`config.mk`:
```
export PLATFORM = sky130hd
export DESIGN_NAME = inverted_hash_page_table_lru
export DESIGN_NICKNAME = d
export VERILOG_FILES = /design/src/hdl/ihpt_pkg.sv /design/src/hdl/ihpt_ctrl.sv /design/src/hdl/ihpt_dp.sv /design/src/hdl/inverted_hash_page_table_lru.sv
export SDC_FILE = /design/constraint.sdc
export NUM_CORES = 1
export LEC_CHECK = 0
export BUFFER_PORTS_ARGS = -buffer_cell sky130_fd_sc_hd__buf_2
export CAP_MARGIN = 20
export CELL_PAD_IN_SITES_DETAIL_PLACEMENT = 0
export CELL_PAD_IN_SITES_GLOBAL_PLACEMENT = 1
export CORE_AREA = 5 5 240 417
export DETAILED_ROUTE_END_ITERATION = 10
export DIE_AREA = 0 0 245 422
export PLACE_DENSITY = 0.75
export SKIP_LAST_GASP = 1
export SLEW_MARGIN = 20
export SYNTH_ARGS = -nofsm -noshare
export SYNTH_HDL_FRONTEND = slang
export SYNTH_SLANG_ARGS = --single-unit
```
`constraint.sdc`:
```
create_clock -name i_clk -period 5.35 [get_ports i_clk]
set_input_delay 0 -clock i_clk [delete_from_list [all_inputs] [get_ports i_clk]]
set_output_delay 0 -clock i_clk [all_outputs]
set_load 0.01 [all_outputs]
```
`src/hdl/ihpt_pkg.sv`:
```
// ----------------------------------------------------------------------------
// ihpt_pkg
// shared controller/datapath command and status types
// ----------------------------------------------------------------------------
package ihpt_pkg;

    typedef struct packed {
        logic load;        // capture a new request
        logic probe;       // compare current chain node, step
        logic hit_touch;   // lru update on hit
        logic rm_step;     // eviction chain walk step
        logic fill;        // install frame and advance oldest
        logic emit;        // drive result strobe
    } t_cmd;

    typedef struct packed {
        logic chain_end;   // current pointer empty or walk bound reached
        logic match;       // current node matches
        logic victim_used; // oldest frame is in use
        logic rm_done;     // eviction unlink finished
    } t_sts;

endpackage

```
`src/hdl/ihpt_ctrl.sv`:
```
// ----------------------------------------------------------------------------
// ihpt_ctrl
// sequencer for lookup walk, lru update, eviction walk and fill
// ----------------------------------------------------------------------------
module ihpt_ctrl
    import ihpt_pkg::*;
(
    input  logic i_clk,
    input  logic i_rst_n,
    input  logic i_start,
    input  t_sts i_sts,
    output t_cmd o_cmd,
    output logic o_busy
);

    localparam logic [2:0] S_IDLE = 3'd0;
    localparam logic [2:0] S_WALK = 3'd1;
    localparam logic [2:0] S_HIT  = 3'd2;
    localparam logic [2:0] S_RM   = 3'd3;
    localparam logic [2:0] S_FILL = 3'd4;
    localparam logic [2:0] S_OUT  = 3'd5;

    logic [2:0] r_state, n_state;

    always_ff @(posedge i_clk) begin
        if (!i_rst_n) begin
            r_state <= S_IDLE;
        end else begin
            r_state <= n_state;
        end
    end

    always_comb begin
        n_state = r_state;
        o_cmd   = '0;
        unique case (r_state)
            S_IDLE: begin
                if (i_start) begin
                    o_cmd.load = 1'b1;
                    n_state    = S_WALK;
                end
            end
            S_WALK: begin
                if (i_sts.chain_end) begin
                    n_state = i_sts.victim_used ? S_RM : S_FILL;
                end else if (i_sts.match) begin
                    n_state = S_HIT;
                end else begin
                    o_cmd.probe = 1'b1;
                end
            end
            S_HIT: begin
                o_cmd.hit_touch = 1'b1;
                n_state         = S_OUT;
            end
            S_RM: begin
                o_cmd.rm_step = 1'b1;
                if (i_sts.rm_done) n_state = S_FILL;
            end
            S_FILL: begin
                o_cmd.fill = 1'b1;
                n_state    = S_OUT;
            end
            S_OUT: begin
                o_cmd.emit = 1'b1;
                n_state    = S_IDLE;
            end
            default: n_state = S_IDLE;
        endcase
    end

    assign o_busy = (r_state != S_IDLE);

endmodule

```
`src/hdl/ihpt_dp.sv`:
```
// ----------------------------------------------------------------------------
// ihpt_dp
// page table stores, chain walker, lru ring and result registers
// ----------------------------------------------------------------------------
module ihpt_dp
    import ihpt_pkg::*;
#(
    parameter int FRAME_BITS       = 4,
    parameter int PID_BITS         = 2,
    parameter int PAGE_OFFSET_BITS = 12
) (
    input  logic                i_clk,
    input  logic                i_rst_n,
    input  t_cmd                i_cmd,
    input  logic [1:0]          i_process_id,
    input  logic [31:0]         i_virtual_address,
    output t_sts                o_sts,
    output logic                o_valid,
    output logic [15:0]         o_physical_address,
    output logic                o_page_hit,
    output logic                o_bucket_empty,
    output logic [4:0]          o_chain_probes,
    output logic                o_evicted
);

    localparam int NF = 1 << FRAME_BITS;
    localparam int PN = 32 - PAGE_OFFSET_BITS;
    localparam int PW = FRAME_BITS + 1;
    localparam int SW = FRAME_BITS + 1;

    typedef logic [FRAME_BITS-1:0] t_fr;

    logic [PW-1:0]       r_head  [NF];
    logic [PW-1:0]       r_link  [NF];
    logic [PID_BITS-1:0] r_owner [NF];
    logic [PN-1:0]       r_page  [NF];
    logic [NF-1:0]       r_used;
    t_fr                 r_older [NF];
    t_fr                 r_newer [NF];
    t_fr                 r_oldest;

    logic [PID_BITS-1:0] r_pid;
    logic [PN-1:0]       r_vpn;
    logic [PAGE_OFFSET_BITS-1:0] r_off;
    t_fr                 r_bkt;
    logic [PW-1:0]       r_cur;
    logic [PW-1:0]       r_prev;
    logic [SW-1:0]       r_steps;
    logic [4:0]          r_probes;
    logic                r_empty;
    logic                r_hit;
    logic                r_evict;
    t_fr                 r_frame;
    t_fr                 r_rbkt;
    logic                r_rm_done;
    logic                r_valid;

    logic [PID_BITS-1:0] w_pid;
    logic [PN-1:0]       w_vpn;
    t_fr                 w_bkt;
    t_fr                 w_cf;
    logic                w_match;
    logic                w_end;
    logic [PW-1:0]       w_empty_ptr;
    logic [PW-1:0]       w_rm_link;
    t_fr                 w_vf;
    logic [PAGE_OFFSET_BITS+FRAME_BITS-1:0] w_pa;

    assign w_empty_ptr = PW'(NF);
    assign w_pid = PID_BITS'(i_process_id);
    assign w_vpn = i_virtual_address[31:PAGE_OFFSET_BITS];
    assign w_bkt = FRAME_BITS'(w_vpn) + FRAME_BITS'(w_pid);
    assign w_cf  = r_cur[FRAME_BITS-1:0];
    assign w_end = r_cur[FRAME_BITS] || (r_steps == SW'(NF));
    assign w_match = r_used[w_cf] && (r_owner[w_cf] == r_pid) && (r_page[w_cf] == r_vpn);
    assign w_vf = r_oldest;
    assign w_rm_link = r_link[w_cf];

    assign o_sts.chain_end   = w_end;
    assign o_sts.match       = w_match;
    assign o_sts.victim_used = r_used[w_vf];
    assign o_sts.rm_done     = r_rm_done;

    always_ff @(posedge i_clk) begin
        if (!i_rst_n) begin
            for (int i = 0; i < NF; i++) begin
                r_head[i]  <= w_empty_ptr;
                r_link[i]  <= w_empty_ptr;
                r_older[i] <= t_fr'(i - 1);
                r_newer[i] <= t_fr'(i + 1);
            end
            r_used    <= '0;
            r_oldest  <= '0;
            r_valid   <= 1'b0;
            r_rm_done <= 1'b0;
        end else begin
            r_valid <= i_cmd.emit;
            if (i_cmd.load) begin
                r_pid     <= w_pid;
                r_vpn     <= w_vpn;
                r_off     <= i_virtual_address[PAGE_OFFSET_BITS-1:0];
                r_bkt     <= w_bkt;
                r_cur     <= r_head[w_bkt];
                r_empty   <= r_head[w_bkt][FRAME_BITS];
                r_steps   <= '0;
                r_probes  <= '0;
                r_hit     <= 1'b0;
                r_evict   <= 1'b0;
                r_rm_done <= 1'b0;
            end
            if (i_cmd.probe) begin
                // count this node, then step along the chain
                r_steps <= r_steps + 1'b1;
                if (r_probes != 5'd31) r_probes <= r_probes + 1'b1;
                r_cur <= r_link[w_cf];
            end
            // walk ends in a match: count the matching node
            if (!w_end && w_match && !i_cmd.probe && !i_cmd.load && !r_hit
                && !i_cmd.hit_touch && !i_cmd.emit && !i_cmd.fill && !i_cmd.rm_step) begin
                r_hit   <= 1'b1;
                r_frame <= w_cf;
                if (r_probes != 5'd31) r_probes <= r_probes + 1'b1;
            end
            if (i_cmd.hit_touch) begin
                if (r_frame == r_oldest) begin
                    r_oldest <= r_newer[r_oldest];
                end else if (r_older[r_oldest] != r_frame) begin
                    // the newest frame stays where it is
                    r_newer[r_older[r_frame]] <= r_newer[r_frame];
                    r_older[r_newer[r_frame]] <= r_older[r_frame];
                    r_newer[r_older[r_oldest]] <= r_frame;
                    r_older[r_frame] <= r_older[r_oldest];
                    r_newer[r_frame] <= r_oldest;
                    r_older[r_oldest] <= r_frame;
                end
            end
            if (i_cmd.rm_step) begin
                if (!r_evict) begin
                    // first cycle: start the unlink walk at the victim's bucket
                    r_evict <= 1'b1;
                    r_rbkt  <= FRAME_BITS'(r_page[w_vf]) + FRAME_BITS'(r_owner[w_vf]);
                    r_cur   <= r_head[FRAME_BITS'(r_page[w_vf])
                                      + FRAME_BITS'(r_owner[w_vf])];
                    r_prev  <= w_empty_ptr;
                    r_steps <= '0;
                end else if (!r_rm_done) begin
                    if (r_cur[FRAME_BITS] || r_steps == SW'(NF)) begin
                        r_rm_done <= 1'b1;
                    end else if (w_cf == w_vf) begin
                        if (r_prev[FRAME_BITS]) r_head[r_rbkt] <= w_rm_link;
                        else r_link[r_prev[FRAME_BITS-1:0]] <= w_rm_link;
                        r_link[w_cf] <= w_empty_ptr;
                        r_rm_done    <= 1'b1;
                    end else begin
                        r_prev  <= r_cur;
                        r_cur   <= w_rm_link;
                        r_steps <= r_steps + 1'b1;
                    end
                end
            end
            if (i_cmd.fill) begin
                r_owner[w_vf] <= r_pid;
                r_page[w_vf]  <= r_vpn;
                r_used[w_vf]  <= 1'b1;
                r_link[w_vf]  <= r_head[r_bkt];
                r_head[r_bkt] <= {1'b0, w_vf};
                r_frame       <= w_vf;
                r_oldest      <= r_newer[w_vf];
            end
        end
    end

    assign w_pa = {r_frame, r_off};
    assign o_valid            = r_valid;
    assign o_physical_address = 16'(w_pa);
    assign o_page_hit         = r_hit;
    assign o_bucket_empty     = r_empty;
    assign o_chain_probes     = r_probes;
    assign o_evicted          = r_evict;

endmodule

```
`src/hdl/inverted_hash_page_table_lru.sv`:
```
// ----------------------------------------------------------------------------
// inverted_hash_page_table_lru
// inverted hashed page table with lru frame replacement
// ----------------------------------------------------------------------------
// One request at a time: the lookup walks the chain node by node (up to the
// frame count), a miss on a used frame adds the unlink walk of the victim's
// old chain, then the fill or lru relink and the result issue follow; busy is
// already low in the result cycle. The result is strobed on o_valid for one
// cycle; the receiver cannot stall.
module inverted_hash_page_table_lru
    import ihpt_pkg::*;
#(
    parameter int FRAME_BITS       = 4,
    parameter int PID_BITS         = 2,
    parameter int PAGE_OFFSET_BITS = 12
) (
    input  logic        i_clk,
    input  logic        i_rst_n,
    input  logic        start,
    output logic        busy,
    input  logic [1:0]  i_process_id,
    input  logic [31:0] i_virtual_address,
    output logic        o_valid,
    output logic [15:0] o_physical_address,
    output logic        o_page_hit,
    output logic        o_bucket_empty,
    output logic [4:0]  o_chain_probes,
    output logic        o_evicted
);

    t_cmd w_cmd;
    t_sts w_sts;

    ihpt_ctrl u_ctrl (
        .i_clk   (i_clk),
        .i_rst_n (i_rst_n),
        .i_start (start),
        .i_sts   (w_sts),
        .o_cmd   (w_cmd),
        .o_busy  (busy)
    );

    ihpt_dp #(
        .FRAME_BITS       (FRAME_BITS),
        .PID_BITS         (PID_BITS),
        .PAGE_OFFSET_BITS (PAGE_OFFSET_BITS)
    ) u_dp (
        .i_clk              (i_clk),
        .i_rst_n            (i_rst_n),
        .i_cmd              (w_cmd),
        .i_process_id       (i_process_id),
        .i_virtual_address  (i_virtual_address),
        .o_sts              (w_sts),
        .o_valid            (o_valid),
        .o_physical_address (o_physical_address),
        .o_page_hit         (o_page_hit),
        .o_bucket_empty     (o_bucket_empty),
        .o_chain_probes     (o_chain_probes),
        .o_evicted          (o_evicted)
    );

endmodule

```
# Word-level counts from Yosys, hierarchy flattened
# Memory sizes are Yosys's and may differ from the RTL's. A register that Yosys moved wholly into a read port is not among the register bits.
# Cells that the tools add are included.
# totals
mem_bits_rw	640
inputBits	37
output_inout_bits	26
mem_count	6
register_bits	94
# mem_list
name	words	width	read_ports	rd_clocked_by_memory_dff	wr	line_no	text
u_dp.r_page	16	20	2	2	1	ihpt_dp.sv:36	logic [PN-1:0] r_page [NF];
u_dp.r_head	16	5	3	1	16	ihpt_dp.sv:33	logic [PW-1:0] r_head [NF];
u_dp.r_link	16	5	1	1	16	ihpt_dp.sv:34	logic [PW-1:0] r_link [NF];
u_dp.r_newer	16	4	2	2	16	ihpt_dp.sv:39	t_fr r_newer [NF];
u_dp.r_older	16	4	2	2	16	ihpt_dp.sv:38	t_fr r_older [NF];
u_dp.r_owner	16	2	2	2	1	ihpt_dp.sv:35	logic [PID_BITS-1:0] r_owner [NF];
# classes
eq_ne	18
mux	137
magnitude_cmp	3
add_sub_neg	4
bitwise_logic	2
reduce_logical	45
# ops
operator	n
2-to-1 mux 4 bit	36
2-to-1 mux 5 bit	27
2-to-1 mux 1 bit	65
OR reduction 5 bit	5
OR reduction 4 bit	6
== test 20 bit	1
bitwise OR 16 bit	1
2-to-1 mux 3 bit	5
case mux 3 bit (4 select lines)	1
logical AND 1 bit	11
adder 5 x 1 -> 5 bit (second input constant)	2
< comparator 4 x 5 -> 1 bit (second input constant)	2
adder 4 x 2 -> 4 bit	2
binary-select mux 1 bit (select 4 bit)	2
== test 4 bit	2
logical NOT 1 bit	8
inequality test 2 bit (second input constant)	4
AND reduction 2 bit	4
nonzero test 2 bit	4
== test 3 x 2 -> 1 bit (second input constant)	2
== test 3 bit (second input constant)	2
AND reduction 3 bit	2
== test 5 bit (second input constant)	1
inequality test 5 bit (second input constant)	1
other kinds (13)	13

# Logic depth before layout (Yosys ltp)
# logic_depth
word_depth	18
mapped_depth	16
depth_no_buf	11

# By module
# A second synthesis with hierarchy kept.
# unflattened
hier_cells	2768
area_unflattened_um2	38784.7
# by_module_without_submodules
mod	seq_area_each_um2	cells_each	instances	area_per_inst_um2
ihpt_dp	21891.0	2739	1	38568.2
ihpt_ctrl	60.1	29	1	216.5

# Least setup slack after synthesis
# Ideal clock, no wire load.
# synth_path
path_kind	flip-flop to flip-flop
startpoint	reg (tool-made name)
endpoint	reg u_dp.r_cur[4], data pin
required_ns	5.080
path_stages_with_launch	15
setup_slack_ns	-0.456
synth_period_minus_slack_ns	5.806
setup_ns	0.270
arrival_ns	5.536
cell_sequence	dfxtp_1 buf_4 buf_6 buf_2 buf_1 buf_1 mux4_2 mux4_2 ha_1 buf_1 clkbuf_1 mux4_2 mux2_2 o21ai_0 a21oi_1
# synth_lines
item	line_no	text
end signal, assigned	ihpt_dp.sv:103	r_cur <= r_head[w_bkt];
end signal, assigned	ihpt_dp.sv:115	r_cur <= r_link[w_cf];
end signal, assigned	ihpt_dp.sv:142	r_cur <= r_head[FRAME_BITS'(r_page[w_vf])
end, declared	ihpt_dp.sv:46	logic [PW-1:0] r_cur;

==> impl_metrics.yaml <==
status:
  status: "completed"
floorplan:
  core-area_um2: 96400
  starting_density: 0.396
  std_cell_rows: 151
  dieArea_um2: 103000
  ios: 63
  die_h_um: 422
  die_x_um: 245
worst_setup_path:
  reg2reg_to: "u_dp.o_chain_probes[3]"
  cp.required_ns: 5.77
  r2r_cells: 12
  arrival_time_of_the_worst_setup_path_ns: 5.13
  setup.worst_path.class: "reg -> reg"
  setup.worst_path.end_class: "register"
  biggest_fanout_along_the_worst_timing_path: 36
  r2r_setup_slack_ns: 0.64
  timing.critical_path.from_type: "register"
pwr:
  leakagePower_nw: 14.0
  power.density_nw_per_um2: 345
  worst_ir_drop_on_vdd_uv: 229
grt:
  grt_max_degree: 81
  first_global_vias: 26860
  global_route.usage.met3: 0.0276
  number_of_antenna_violations_at_the_first_check_in_global_routing: 0
  grt-busiest-layer: "met2"
  globalRouteMet2Util: 0.421
  grtUsageTotal: 0.229
  globalRoute.totalOverflow: 0
  grt_first_pass_wirelength_um: 176000
  use_met1: 0.247
synthesis:
  synth-seq-cells: 750
  async_flop_share: 0
  synth_instances: 2859
  synthesis.nets: 2906
  post-synth-top-count-cell: "edfxtp_1"
  yosysWarningCount: 0
  mappedNetlistArea_um2: 38200
  netlist_top_cells_count: "edfxtp_1, nor2_1, nand2_1, mux4_2, a21oi_1"
  post-synth-top-area-cell: "edfxtp_1"
  yosysTopAreaCellShare: 0.495
  synth-seq-area-share: 0.558
  syn-mean-instance-area_um2: 13.3
  netlist_top_cells_area: "edfxtp_1, mux4_2, dfxtp_1"
  post_synth_num_cell_types: 89
  ys.flop_type: "edfxtp_1"
  edff_count_synth: 629
flow_run:
  max_cap_violations: 0
drt:
  drc: 0
  drt_wl_total_um: 121000
  drtPass1Iterations: 6
  final_antenna_net_count: 0
  post_drt_via_cell_ratio: 6.12
  vias: 26105
  initialDrtViolationCount: 2468
  avgRoutedWirePerCell_um: 28.4
placed_design:
  port_buffers: 62
  dp.final_hpwl_um: 85000
  place_area_um2: 40200
  gp_congestion: 1.00
timing:
  grt_setup_unrepaired: "false"
  number_of_pins_with_negative_max_slew_slack_in_the_final_report: 0
  worst_pin_slew_ns: 1.15
  max_clock_freq_mhz: 212
  hold_violations: 0
  min_period_over_period: 0.881
  slew_headroom: 0.233
  setup_total_negative_slack_ns: 0
  setup_violations: 0
  clock_skew_ns: 0.0522
  timing.final.crit_period_ns: 4.71
layout:
  diodes: 0
  synthToLayoutAreaGrowth_pct: 13.2
  layout-drive-gt1-share: 0.230
  layout.nets: 3029
  layout.cell_area.non_filler_um2: 43200
worst_hold_path:
  min_path_cells: 2
  hold_path.startpoint: "i_virtual_address[16]"
  worst_min_path_class: "in -> reg"
  min_to: "u_dp.r_vpn[4]"
clocking:
  cts_tree: "built"
  cts_max_level: 3
  cts-root-buf: "clkbuf_16"
  worstSkewPairLatency_ns: 0.68
  tritoncts.num_buffers: 73
  post_cts_setup_driven_buffer_insertion_count: 0
  clk_pin_slew_worst_paths_ns: 0.06
  clock_path_buffers: 3
  clk_sink_count: 750
-- state kept, by name, indices dropped and copies added, names as in the netlist, 2 cells and up, named ones only --
register	count
u_dp.r_link	80
u_dp.r_page	320
u_dp.r_bkt	4
u_dp.r_owner	32
u_dp.r_frame	4
u_dp.r_head	80
u_ctrl.r_state	3
u_dp.r_vpn	20
u_dp.r_pid	2
u_dp.r_used	16
u_dp.r_off	12
u_dp.r_steps	5
u_dp.r_older	64
u_dp.r_rbkt	4
u_dp.r_oldest	4
u_dp.r_cur	5
u_dp.o_chain_probes	5
u_dp.r_newer	64
u_dp.r_prev	5
-- critical path, stage by stage (launching register included) --
cell and delay, ns:
dfxtp_4 0.75, buf_4 0.34, mux4_2 0.53, mux2i_1 0.15, mux2i_1 0.12, xor2_1 0.23, nor4b_1 0.54, nand4_1 0.21
nor4_4 0.49, mux2i_1 0.43, buf_4 0.24, nor3_1 0.07, a311o_1 0.30
-- cell families (layout without fill, tap and decap cells) --
family          Yosys count  after routing  share of synthesized area
fa+ha+maj                10             10                    0.00367
mux                     431            431                      0.205
simple gates            934            934                      0.115
flops                   750            750                      0.558
xor+xnor                 52             52                     0.0124
buf+inv                 209            391                     0.0272
compound gates          473            473                     0.0784
-- power breakdown --
part | internal [mW] | switching, mW | leakage [nW]
logic | 1.22 | 1.62 | 6.15
registers | 6.46 | 0.273 | 6.66
clock network | 2.92 | 2.42 | 1.20
-- worst max-delay path by stage --
stage / start / endpoint / cells past startpoint
after floorplan: register / u_dp.r_cur[4] / 15
after global placement: register / u_dp.o_chain_probes[3] / 12
after global routing: register / u_dp.o_chain_probes[3] / 12
final: register / u_dp.o_chain_probes[3] / 12
after detailed placement: register / u_dp.o_chain_probes[3] / 12
after CTS: register / u_dp.o_chain_probes[3] / 12
-- placed cells by master, fill, tap and decap left out, drive strengths merged, types with 49 or more instances in the layout --
cell type,n
nor2,284
mux2,50
a21oi,144
edfxtp,629
dlygate4sd3,49
mux2i,107
nand3,117
nand2,279
o21ai,109
mux4,274
clkbuf,89
dfxtp,121
buf,176
-- per-layer routing --
layer	vias to the layer above	part of all wire
met5	-	0
met4	0	0.076
met3	386	0.050
met2	1116	0.53
met1	13225	0.34
li1	11378	-
-- cell type report --
type	count	area [um^2]
clock buffer	89	1920
tap	1224	1530
fill	8639	53200
clock inverter	45	534
timing repair buffer	225	1810
sequential	750	21300
multi-input combinational	1900	15900
inverter	32	120
-- through the flow --
step                instances  worst slack (ns)  power (mW)   util  hold slack (ns)
floorplan                2859             0.165        8.76      -           0.0989
global placement         4078             0.562        9.64  0.417            0.176
detailed placement       4081             0.586        9.66  0.417            0.178
CTS                      4264             0.553        15.0  0.448          0.00114
global route             4265             0.500        15.4  0.448           0.0187
finish                   4265             0.637        14.9  0.448           0.0411
-- timing repair --
action / CTS / global route
gates resized for setup: 0 / 0
hold buffers: 49 / 0
endpoints found under the hold margin: 89 / 0
(Power assumes the default switching activity.)
